===== config.mk =====
export PLATFORM = sky130hd
export DESIGN_NAME = lsh_sharpen
export DESIGN_NICKNAME = d
export VERILOG_FILES = /design/src/hw/rtl/lsh_pkg.sv /design/src/hw/rtl/lsh_sharpen.sv
export SDC_FILE = /design/constraint.sdc
export NUM_CORES = 1
export LEC_CHECK = 0
export BUFFER_PORTS_ARGS = -buffer_cell sky130_fd_sc_hd__clkbuf_2
export CAP_MARGIN = 40
export CORE_UTILIZATION = 40
export DETAILED_ROUTE_END_ITERATION = 7
export PLACE_DENSITY_LB_ADDON = 0.3
export SLEW_MARGIN = 5
export SYNTH_ARGS = -nofsm -noshare
export SYNTH_HDL_FRONTEND = slang
export SYNTH_SLANG_ARGS = --single-unit

===== constraint.sdc =====
create_clock -name vclk -period 11.8
set_clock_uncertainty 0.2 [all_clocks]
set_input_delay 1.18 -clock vclk [all_inputs]
set_output_delay 1.18 -clock vclk [all_outputs]
set_load 0.05 [all_outputs]

===== src/hw/rtl/lsh_pkg.sv =====
// ----------------------------------------------------------------------------
// lsh_pkg
// Shared constants and types of the 3x3 Laplacian sharpen core.
// ----------------------------------------------------------------------------
`default_nettype none

package lsh_pkg;

   localparam int MAX_WIDTH    = 2048;
   localparam int HEIGHT_LIMIT = 4096;
   localparam int COL_W        = $clog2(MAX_WIDTH);
   localparam int ROW_W        = $clog2(HEIGHT_LIMIT);
   localparam int CH_W         = 8;
   localparam int PIX_W        = 3 * CH_W;
   localparam int WORD_W       = 32;
   localparam int WIDTH_REG_W  = 12;
   localparam int HEIGHT_REG_W = 13;
   localparam int CSR_INDEX_W  = 1;
   localparam int CSR_DATA_W   = 13;
   localparam int RSP_DEPTH    = 3;
   localparam int RSP_CNT_W    = $clog2(RSP_DEPTH + 1);
   localparam int RSP_PTR_W    = $clog2(RSP_DEPTH);

   localparam logic [WIDTH_REG_W-1:0]  WIDTH_RESET  = WIDTH_REG_W'(640);
   localparam logic [HEIGHT_REG_W-1:0] HEIGHT_RESET = HEIGHT_REG_W'(480);

   localparam logic [CSR_INDEX_W-1:0] CSR_FRAME_WIDTH  = CSR_INDEX_W'(0);
   localparam logic [CSR_INDEX_W-1:0] CSR_FRAME_HEIGHT = CSR_INDEX_W'(1);

   typedef enum logic {
      KIND_PIXEL = 1'b0,
      KIND_DRAIN = 1'b1
   } kind_type;

   typedef struct packed {
      logic [PIX_W-1:0] centre;
      logic [PIX_W-1:0] up;
      logic [PIX_W-1:0] down;
      logic [PIX_W-1:0] left;
      logic [PIX_W-1:0] right;
   } window_type;

   typedef struct packed {
      logic [CH_W-1:0] red;
      logic [CH_W-1:0] green;
      logic [CH_W-1:0] blue;
      logic            frame_end;
   } rsp_item_type;

   typedef struct packed {
      kind_type         kind;
      logic             emit;
      logic             interior;
      logic             frame_end;
      logic [COL_W-1:0] col;
      logic [PIX_W-1:0] down;
   } stage_type;

endpackage

`default_nettype wire


===== src/hw/rtl/lsh_sharpen.sv =====
// ----------------------------------------------------------------------------
// lsh_sharpen
// Per-channel four-neighbor Laplacian, clamped and added back to the centre.
// ----------------------------------------------------------------------------
`default_nettype none

module lsh_sharpen import lsh_pkg::*; (
   input  window_type       win,
   output logic [PIX_W-1:0] pixel
);

   function automatic logic [CH_W-1:0] sharpen_ch(
      input logic [CH_W-1:0] c,
      input logic [CH_W-1:0] u,
      input logic [CH_W-1:0] d,
      input logic [CH_W-1:0] l,
      input logic [CH_W-1:0] r
   );
      logic signed [CH_W+3:0] e;
      logic [CH_W-1:0]        ce;
      logic [CH_W:0]          s;
      e = $signed({2'b00, c, 2'b00}) - $signed({4'b0000, u}) - $signed({4'b0000, d})
          - $signed({4'b0000, l}) - $signed({4'b0000, r});
      if (e < 0) begin
         ce = '0;
      end else if (e > $signed({4'b0000, {CH_W{1'b1}}})) begin
         ce = '1;
      end else begin
         ce = e[CH_W-1:0];
      end
      s = {1'b0, c} + {1'b0, ce};
      return s[CH_W] ? {CH_W{1'b1}} : s[CH_W-1:0];
   endfunction

   always_comb begin
      for (int ch = 0; ch < 3; ch++) begin
         pixel[ch*CH_W +: CH_W] = sharpen_ch(win.centre[ch*CH_W +: CH_W],
                                             win.up[ch*CH_W +: CH_W],
                                             win.down[ch*CH_W +: CH_W],
                                             win.left[ch*CH_W +: CH_W],
                                             win.right[ch*CH_W +: CH_W]);
      end
   end

endmodule

`default_nettype wire


==> results.toml <==
[status]
outcome = "finished clean"

[clock_network]
cts_resized = 0
cts_hold_buffers = 0
cts_setup_buffers = 0

[detailed_routing]
drc = 0
drtIter0Drc = 134
post_drt_wl_per_cell_um = 10.6
ant_nets = 0
dr.pass1.iters = 4
vias = 4700
wl_um = 10500
vias_per_cell = 4.77

[timing]
rsz0062_at_grt = "false"
setup_viol = 0
whs_ps = 2720
fin_ws_ps = 3460
period_share = 0.706
min_period_ps = 8340
tightest_slew_ps = 953
hold_viol_final = 0
maxSlewViolCount = 0
slew-limit-headroom = 0.365
fmax_mhz = 120
setup_tns_ps = 0

[placement]
dp_slack_ps = 3480
placed_area_mm2 = 0.00594
dp.cells = 985
gp_congestion = 0.792
dp_hpwl_um = 9640
port_buffers = 144

[power]
netSwitchingPower_mw = 0.824
internal_power_mw = 0.457
vdd_ir_drop_max_uv = 226
pwr-share-seq = 0
total_power_mw = 1.28
pwr-share-clk = 0
swShare = 0.643
p_per_area_mw_per_mm2 = 216
comb_power_share = 1.000
power.leakage_nw = 3.46

[worst_setup_path]
path_max_fanout = 8
crit_required_ps = 10420
worst_setup_path_start_kind = "primary input"
arrival_ps = 6960
path_class = "in -> out"
endpoint_kind = "primary output"

[layout]
seq_cells = 0
drive_gt1_frac = 0.191
area_growth_pct = 18.5
final_util = 0.490
ff_latch_area_um2 = 0
mostFrequentLayoutCell = "inv_1"
num-fill-cells = 1266
final_nets = 1068
clockBufferCount = 0
fin_area_mm2 = 0.00594
antenna_cells = 0
final_cell_mix = "184 x inv_1, 144 x clkbuf_2, 81 x ha_1, 48 x fa_1, 40 x a21oi_1"
stdcell_count = 985

[synth]
yosysTopAreaCellShare = 0.202
seq_area_frac_synth = 0
synth_cell_type_count = 51
syn_inst = 673
synth_area_leaders = "ha_1 20%, fa_1 19%, inv_1 14%, xnor2_1 6.3%, o21a_1 4.3%"
yosysTopAreaCell = "ha_1"
syn_area_mm2 = 0.00501
yosysWarnings = 0
syn_nets = 922
synth.avg_cell_area_um2 = 7.45

[global_routing]
grt_pass1_wl_um = 17900
grt_max_degree = 9
gr-total-overflow = 0
track_usage = 0.161
antenna_found_initial = 0
grt_pass1_vias = 4190

[floorplanning]
die_h_um = 114
start_util = 0.414
rows = 40
ios = 144
die-area_mm2 = 0.0130
core_mm2 = 0.0121
dieWidth_um = 114

[min_path]
hold_class = "in -> out"

[job]
drv_cap = 0
==> Yosys cell counts, types with 3 or more instances <==
master / n
a31oi_1: 6
or2_2: 5
o21ai_1: 5
xnor2_1: 36
o21a_1: 29
a21o_1: 18
o21bai_1: 8
or3_1: 8
inv_1: 184
or4_1: 7
a21oi_1: 40
a311o_1: 3
nor2b_1: 7
nor3b_1: 4
nand2_1: 32
o2111a_1: 3
ha_1: 81
o2bb2ai_1: 3
nand2b_1: 16
nand3_1: 6
fa_1: 48
xor2_1: 18
o21ai_0: 21
nor2_1: 30
nor3_1: 17
o2111ai_1: 3
==> path summary, 6_finish.rpt <==
check / slack, ps / startpoint / cells past startpoint / endpoint
worst max-delay path: 3460 / win[90] / 26 / pixel[19]
worst min-delay path: 2720 / win[96] / 4 / pixel[0]
==> power by group through the flow <==
stage	Combinational, mW	Clock [mW]	Sequential [mW]
after floorplan	1.04	0	0
after global placement	1.28	0	0
after detailed placement	1.28	0	0
after CTS	1.29	0	0
after global routing	1.42	0	0
final	1.28	0	0
==> metal layers <==
metal  global-route usage  share of wire  up-vias
li1                     -              -     2499
met1                0.224           0.49     2089
met2                0.287           0.46      108
met3               0.0106          0.045        4
met4              0.00779         0.0047        0
met5                    0              0        -
==> cell families after synthesis <==
family | Yosys count | synth area share
xor+xnor | 54 | 0.0944
simple gates | 139 | 0.142
fa+ha+maj | 129 | 0.394
compound gates | 164 | 0.226
mux | 2 | 0.00424
buf+inv | 185 | 0.140
==> final cells by class <==
cell class / count / area [µm²] / share of cell area
repair buffers: 145 / 728 / 0.123
well taps: 168 / 210 / 0.0354
multi-input cells: 488 / 4310 / 0.726
inverters: 184 / 691 / 0.116
==> critical path: stages <==
cell      delay, ps
clkbuf_2         80
inv_1            50
ha_1            330
a21o_1          190
a21oi_1         260
o21bai_1         90
a21oi_1         170
xor2_1          220
fa_1            440
inv_1            70
ha_1            290
a21o_1          190
a21o_1          170
a21o_1          180
or4_4           490
a22oi_4         290
a21oi_1         110
ha_1            240
fa_1            410
a21o_1          170
a21oi_1         220
o21bai_1         90
a21o_1          210
a31oi_1         440
nand2_1         110
clkbuf_2        260
No activity file was read; power rests on OpenSTA's default activity.
