--- config.mk ---
export PLATFORM = sky130hd
export DESIGN_NAME = lsh_rsp_fifo
export DESIGN_NICKNAME = d
export VERILOG_FILES = /design/src/hw/rtl/lsh_pkg.sv /design/src/hw/rtl/lsh_rsp_fifo.sv
export SDC_FILE = /design/constraint.sdc
export NUM_CORES = 1
export LEC_CHECK = 0
export BUFFER_PORTS_ARGS = -buffer_cell sky130_fd_sc_hd__buf_4
export CAP_MARGIN = 25
export CORE_MARGIN = 2
export CORE_UTILIZATION = 35
export DETAILED_ROUTE_END_ITERATION = 7
export GPL_TIMING_DRIVEN = 0
export PLACE_DENSITY = 0.55
export SYNTH_ARGS = -nofsm -noshare
export SYNTH_HDL_FRONTEND = slang
export SYNTH_SLANG_ARGS = --single-unit
--- constraint.sdc ---
create_clock -name clock -period 4.63 [get_ports clock]
set_input_delay 0 -clock clock [delete_from_list [all_inputs] [get_ports clock]]
set_output_delay 0 -clock clock [all_outputs]
set_load 0.02 [all_outputs]
--- src/hw/rtl/lsh_pkg.sv ---
// ----------------------------------------------------------------------------
// lsh_pkg
// Shared constants and types of the 3x3 Laplacian sharpen core.
// ----------------------------------------------------------------------------
`default_nettype none

package lsh_pkg;

   localparam int MAX_WIDTH    = 2048;
   localparam int HEIGHT_LIMIT = 4096;
   localparam int COL_W        = $clog2(MAX_WIDTH);
   localparam int ROW_W        = $clog2(HEIGHT_LIMIT);
   localparam int CH_W         = 8;
   localparam int PIX_W        = 3 * CH_W;
   localparam int WORD_W       = 32;
   localparam int WIDTH_REG_W  = 12;
   localparam int HEIGHT_REG_W = 13;
   localparam int CSR_INDEX_W  = 1;
   localparam int CSR_DATA_W   = 13;
   localparam int RSP_DEPTH    = 3;
   localparam int RSP_CNT_W    = $clog2(RSP_DEPTH + 1);
   localparam int RSP_PTR_W    = $clog2(RSP_DEPTH);

   localparam logic [WIDTH_REG_W-1:0]  WIDTH_RESET  = WIDTH_REG_W'(640);
   localparam logic [HEIGHT_REG_W-1:0] HEIGHT_RESET = HEIGHT_REG_W'(480);

   localparam logic [CSR_INDEX_W-1:0] CSR_FRAME_WIDTH  = CSR_INDEX_W'(0);
   localparam logic [CSR_INDEX_W-1:0] CSR_FRAME_HEIGHT = CSR_INDEX_W'(1);

   typedef enum logic {
      KIND_PIXEL = 1'b0,
      KIND_DRAIN = 1'b1
   } kind_type;

   typedef struct packed {
      logic [PIX_W-1:0] centre;
      logic [PIX_W-1:0] up;
      logic [PIX_W-1:0] down;
      logic [PIX_W-1:0] left;
      logic [PIX_W-1:0] right;
   } window_type;

   typedef struct packed {
      logic [CH_W-1:0] red;
      logic [CH_W-1:0] green;
      logic [CH_W-1:0] blue;
      logic            frame_end;
   } rsp_item_type;

   typedef struct packed {
      kind_type         kind;
      logic             emit;
      logic             interior;
      logic             frame_end;
      logic [COL_W-1:0] col;
      logic [PIX_W-1:0] down;
   } stage_type;

endpackage

`default_nettype wire

--- src/hw/rtl/lsh_rsp_fifo.sv ---
// ----------------------------------------------------------------------------
// lsh_rsp_fifo
// Small response queue that decouples the pipeline from output back-pressure.
// ----------------------------------------------------------------------------
`default_nettype none

module lsh_rsp_fifo import lsh_pkg::*; (
   input  logic                 clock,
   input  logic                 reset,
   input  logic                 push,
   input  rsp_item_type         push_item,
   input  logic                 pop_ready,
   output logic                 pop_valid,
   output rsp_item_type         pop_item,
   output logic [RSP_CNT_W-1:0] count
);

   rsp_item_type         entry_ff [RSP_DEPTH];
   logic [RSP_PTR_W-1:0] wr_ptr_ff, wr_ptr_in;
   logic [RSP_PTR_W-1:0] rd_ptr_ff, rd_ptr_in;
   logic [RSP_CNT_W-1:0] count_ff, count_in;
   logic                 pop;

   assign pop_valid = (count_ff != '0);
   assign pop       = pop_valid && pop_ready;
   assign pop_item  = entry_ff[rd_ptr_ff];
   assign count     = count_ff;

   always_comb begin
      wr_ptr_in = wr_ptr_ff;
      rd_ptr_in = rd_ptr_ff;
      count_in  = count_ff;
      if (push) begin
         wr_ptr_in = (wr_ptr_ff == RSP_PTR_W'(RSP_DEPTH - 1)) ? '0 : wr_ptr_ff + 1'b1;
      end
      if (pop) begin
         rd_ptr_in = (rd_ptr_ff == RSP_PTR_W'(RSP_DEPTH - 1)) ? '0 : rd_ptr_ff + 1'b1;
      end
      if (push && !pop) begin
         count_in = count_ff + 1'b1;
      end else if (pop && !push) begin
         count_in = count_ff - 1'b1;
      end
   end

   always_ff @(posedge clock) begin
      if (reset) begin
         wr_ptr_ff <= '0;
         rd_ptr_ff <= '0;
         count_ff  <= '0;
      end else begin
         wr_ptr_ff <= wr_ptr_in;
         rd_ptr_ff <= rd_ptr_in;
         count_ff  <= count_in;
      end
   end

   always_ff @(posedge clock) begin
      if (push) begin
         entry_ff[wr_ptr_ff] <= push_item;
      end
   end

`ifndef SYNTH
   a_no_overflow: assert property (@(posedge clock) disable iff (reset)
      push |-> ((count_ff < RSP_CNT_W'(RSP_DEPTH)) || pop))
      else $error("response queue overflow");

   a_count_in_range: assert property (@(posedge clock) disable iff (reset)
      count_ff <= RSP_CNT_W'(RSP_DEPTH))
      else $error("response queue count out of range");

   a_ptr_in_range: assert property (@(posedge clock) disable iff (reset)
      (wr_ptr_ff < RSP_PTR_W'(RSP_DEPTH)) && (rd_ptr_ff < RSP_PTR_W'(RSP_DEPTH)))
      else $error("response queue pointer out of range");
`endif

endmodule

`default_nettype wire

==> reports/metrics.yaml <==
ios: 57
cellLeakagePower_nw: 1.458
grt_setup_unrepaired: "false"
h-tree-depth: 3
grt_max_degree: 26
hold_path_class: "in -> reg"
ys_seq_area_frac: 0.7834
pre_cts_slack_ns: 2.838
yosysWarnings: 0
post-cts-setup-buffers: 0
overflow: 0
drt_iter0_drc: 45
fin_nets: 320
start_util: 0.3566
drive_gt1_frac: 0.2780
die_height_um: 97.80
synth_area_leaders: "edfxtp_1 73%, mux2i_1 8.1%, dfxtp_1 5.2%"
gp_congestion: 0.7122
period_share: 0.3414
cts_sinks: 83
dr_total_vias: 1800
timing.final.ws_setup_ns: 3.049
die_area_um2: 9564
firstDrtPassIters: 4
die_x_um: 97.80
cap_violations: 0
final_util: 0.4830
wl_per_cell_um: 13.75
root_buffer: "clkbuf_8"
fp-row-count: 34
syn_area_per_cell_um2: 16.12
synth_top_area_cell: "edfxtp_1"
ir_worst_vdd_uv: 251.5
synthToLayoutAreaGrowth_pct: 35.47
wl_mm: 5.541
ys_types: 21
port_buffers: 56
grtUsageTotal: 0.1214
cts_buffers: 9
ys_ff_latch: 83
vias_per_cell: 4.467
powerDensity_nw_per_um2: 450.8
grt_pass1_wl_mm: 8.673
crit_type: "reg -> out"
tns_ns: 0
r2r_slack_ns: 3.06
final.min_clock_period_ns: 1.581
grt_pass1_vias: 1769
skew_ns: 0.004560
coreArea_um2: 8636
setup_viol: 0
synth_top_area_frac: 0.7314
cp_max_fo: 10
crit_arrival_ns: 1.58
synthCells: 191
antenna_found_initial: 0
cts_tree: "yes"
cts.reportedPaths.clkPinSlew_ns: 0.08
post-route-drc-count: 0
clock_latency_ns: 0.34
worst_pin_slew_ns: 0.8022
critPathRequiredTime_ns: 4.63
postCtsResizedCells: 0
synth_fp_nets: 221
slew_headroom: 0.4640
endpoint_kind: "primary output"
cts_buffer_depth: 2
ctsHoldBuffers: 29
outcome: "finished, final reports clean"
fmax_mhz: 632.6
syn_area_um2: 3079
drv_slew: 0
ant_nets: 0
worstSetupStartpointType: "register"
finalHoldViolCount: 0
diodes: 0
place_hpwl_mm: 3.506
[final timing paths]
path	start	end	cells after the start
hold / removal	push_item[15]	entry_ff[0][15]	2
hold reg to reg	rd_ptr_ff[0]	register	2
setup reg to reg	wr_ptr_ff[0]	entry_ff[1][18]	2
setup / recovery	register	pop_item[4]	4
[flip-flops by register name, indices dropped and copies added (netlist names), named ones only]
signal	count
wr_ptr_ff	2
entry_ff	75
count	2
rd_ptr_ff	2
[final cells by class]
cell class                      count  area, µm²
Sequential cell                    83       2412
Timing Repair Buffer               88      744.5
Tap cell                          108      135.1
Fill cell                         778       4464
Buffer                              8      46.29
Multi-Input combinational cell     99      636.9
Clock inverter                      7      68.82
Clock buffer                        9      123.9
Inverter                            1      3.754
[power by group]
part | internal, mW | switching, mW
logic | 0.231 | 0.274
clock network | 0.246 | 0.241
registers | 0.865 | 0.0235
total | 1.34 | 0.539
[critical path, cell delays in order, from the launching register on]
cell and delay [ns]:
dfxtp_1 0.39, clkbuf_1 0.46, nand2_1 0.10, o21ai_1 0.12
buf_4 0.17
[through the flow]
step           power (mW)  instance area, µm²  cells  hold WS, ns
2_1_floorplan       1.199                3079    191      0.06698
3_3_place_gp        1.392                3635    355       0.1943
3_5_place_dp        1.400                3677    357       0.1952
4_1_cts             1.904                4160    402       0.3751
5_1_grt             1.967                4172    403       0.3865
6_report            1.881                4172    403       0.3917
[cell families after synthesis]
family,after synthesis,share of synthesized area
fa+ha+maj,1,0.004063
mux,26,0.08492
simple gates,39,0.05283
xor+xnor,2,0.005690
buf+inv,9,0.01625
compound gates,31,0.05282
flops,83,0.7834
[synth_stat cells (all sizes together)]
cell and instances:
edfxtp 75, nand2 29, o21ai 27, mux2i 25
dfxtp 8, clkbuf 5, nor2 5, a21oi 4
buf 3, or3 2, xor2 2, ha 1
inv 1, mux2 1, nor3b 1, or2 1
or3b 1
[placed cells by master, fill, tap and decap left out, types with 3 or more instances in the layout]
| cell | instances |
|---|---|
| dlygate4sd3_1 | 29 |
| nor2_1 | 3 |
| edfxtp_1 | 75 |
| o21ai_1 | 25 |
| clkbuf_1 | 5 |
| mux2i_1 | 25 |
| clkinvlp_4 | 3 |
| buf_6 | 5 |
| dfxtp_1 | 8 |
| nand2_1 | 29 |
| clkbuf_8 | 9 |
| a21oi_1 | 3 |
| buf_4 | 56 |
[metal layers]
layer / vias up / share of wire / track usage
met5: - / 0 / 0
met2: 46 / 0.50 / 0.2085
li1: 904 / - / -
met3: 11 / 0.041 / 0.03150
met4: 0 / 0.019 / 0.05449
met1: 839 / 0.44 / 0.1440
Power figures use the tool's default switching activity.
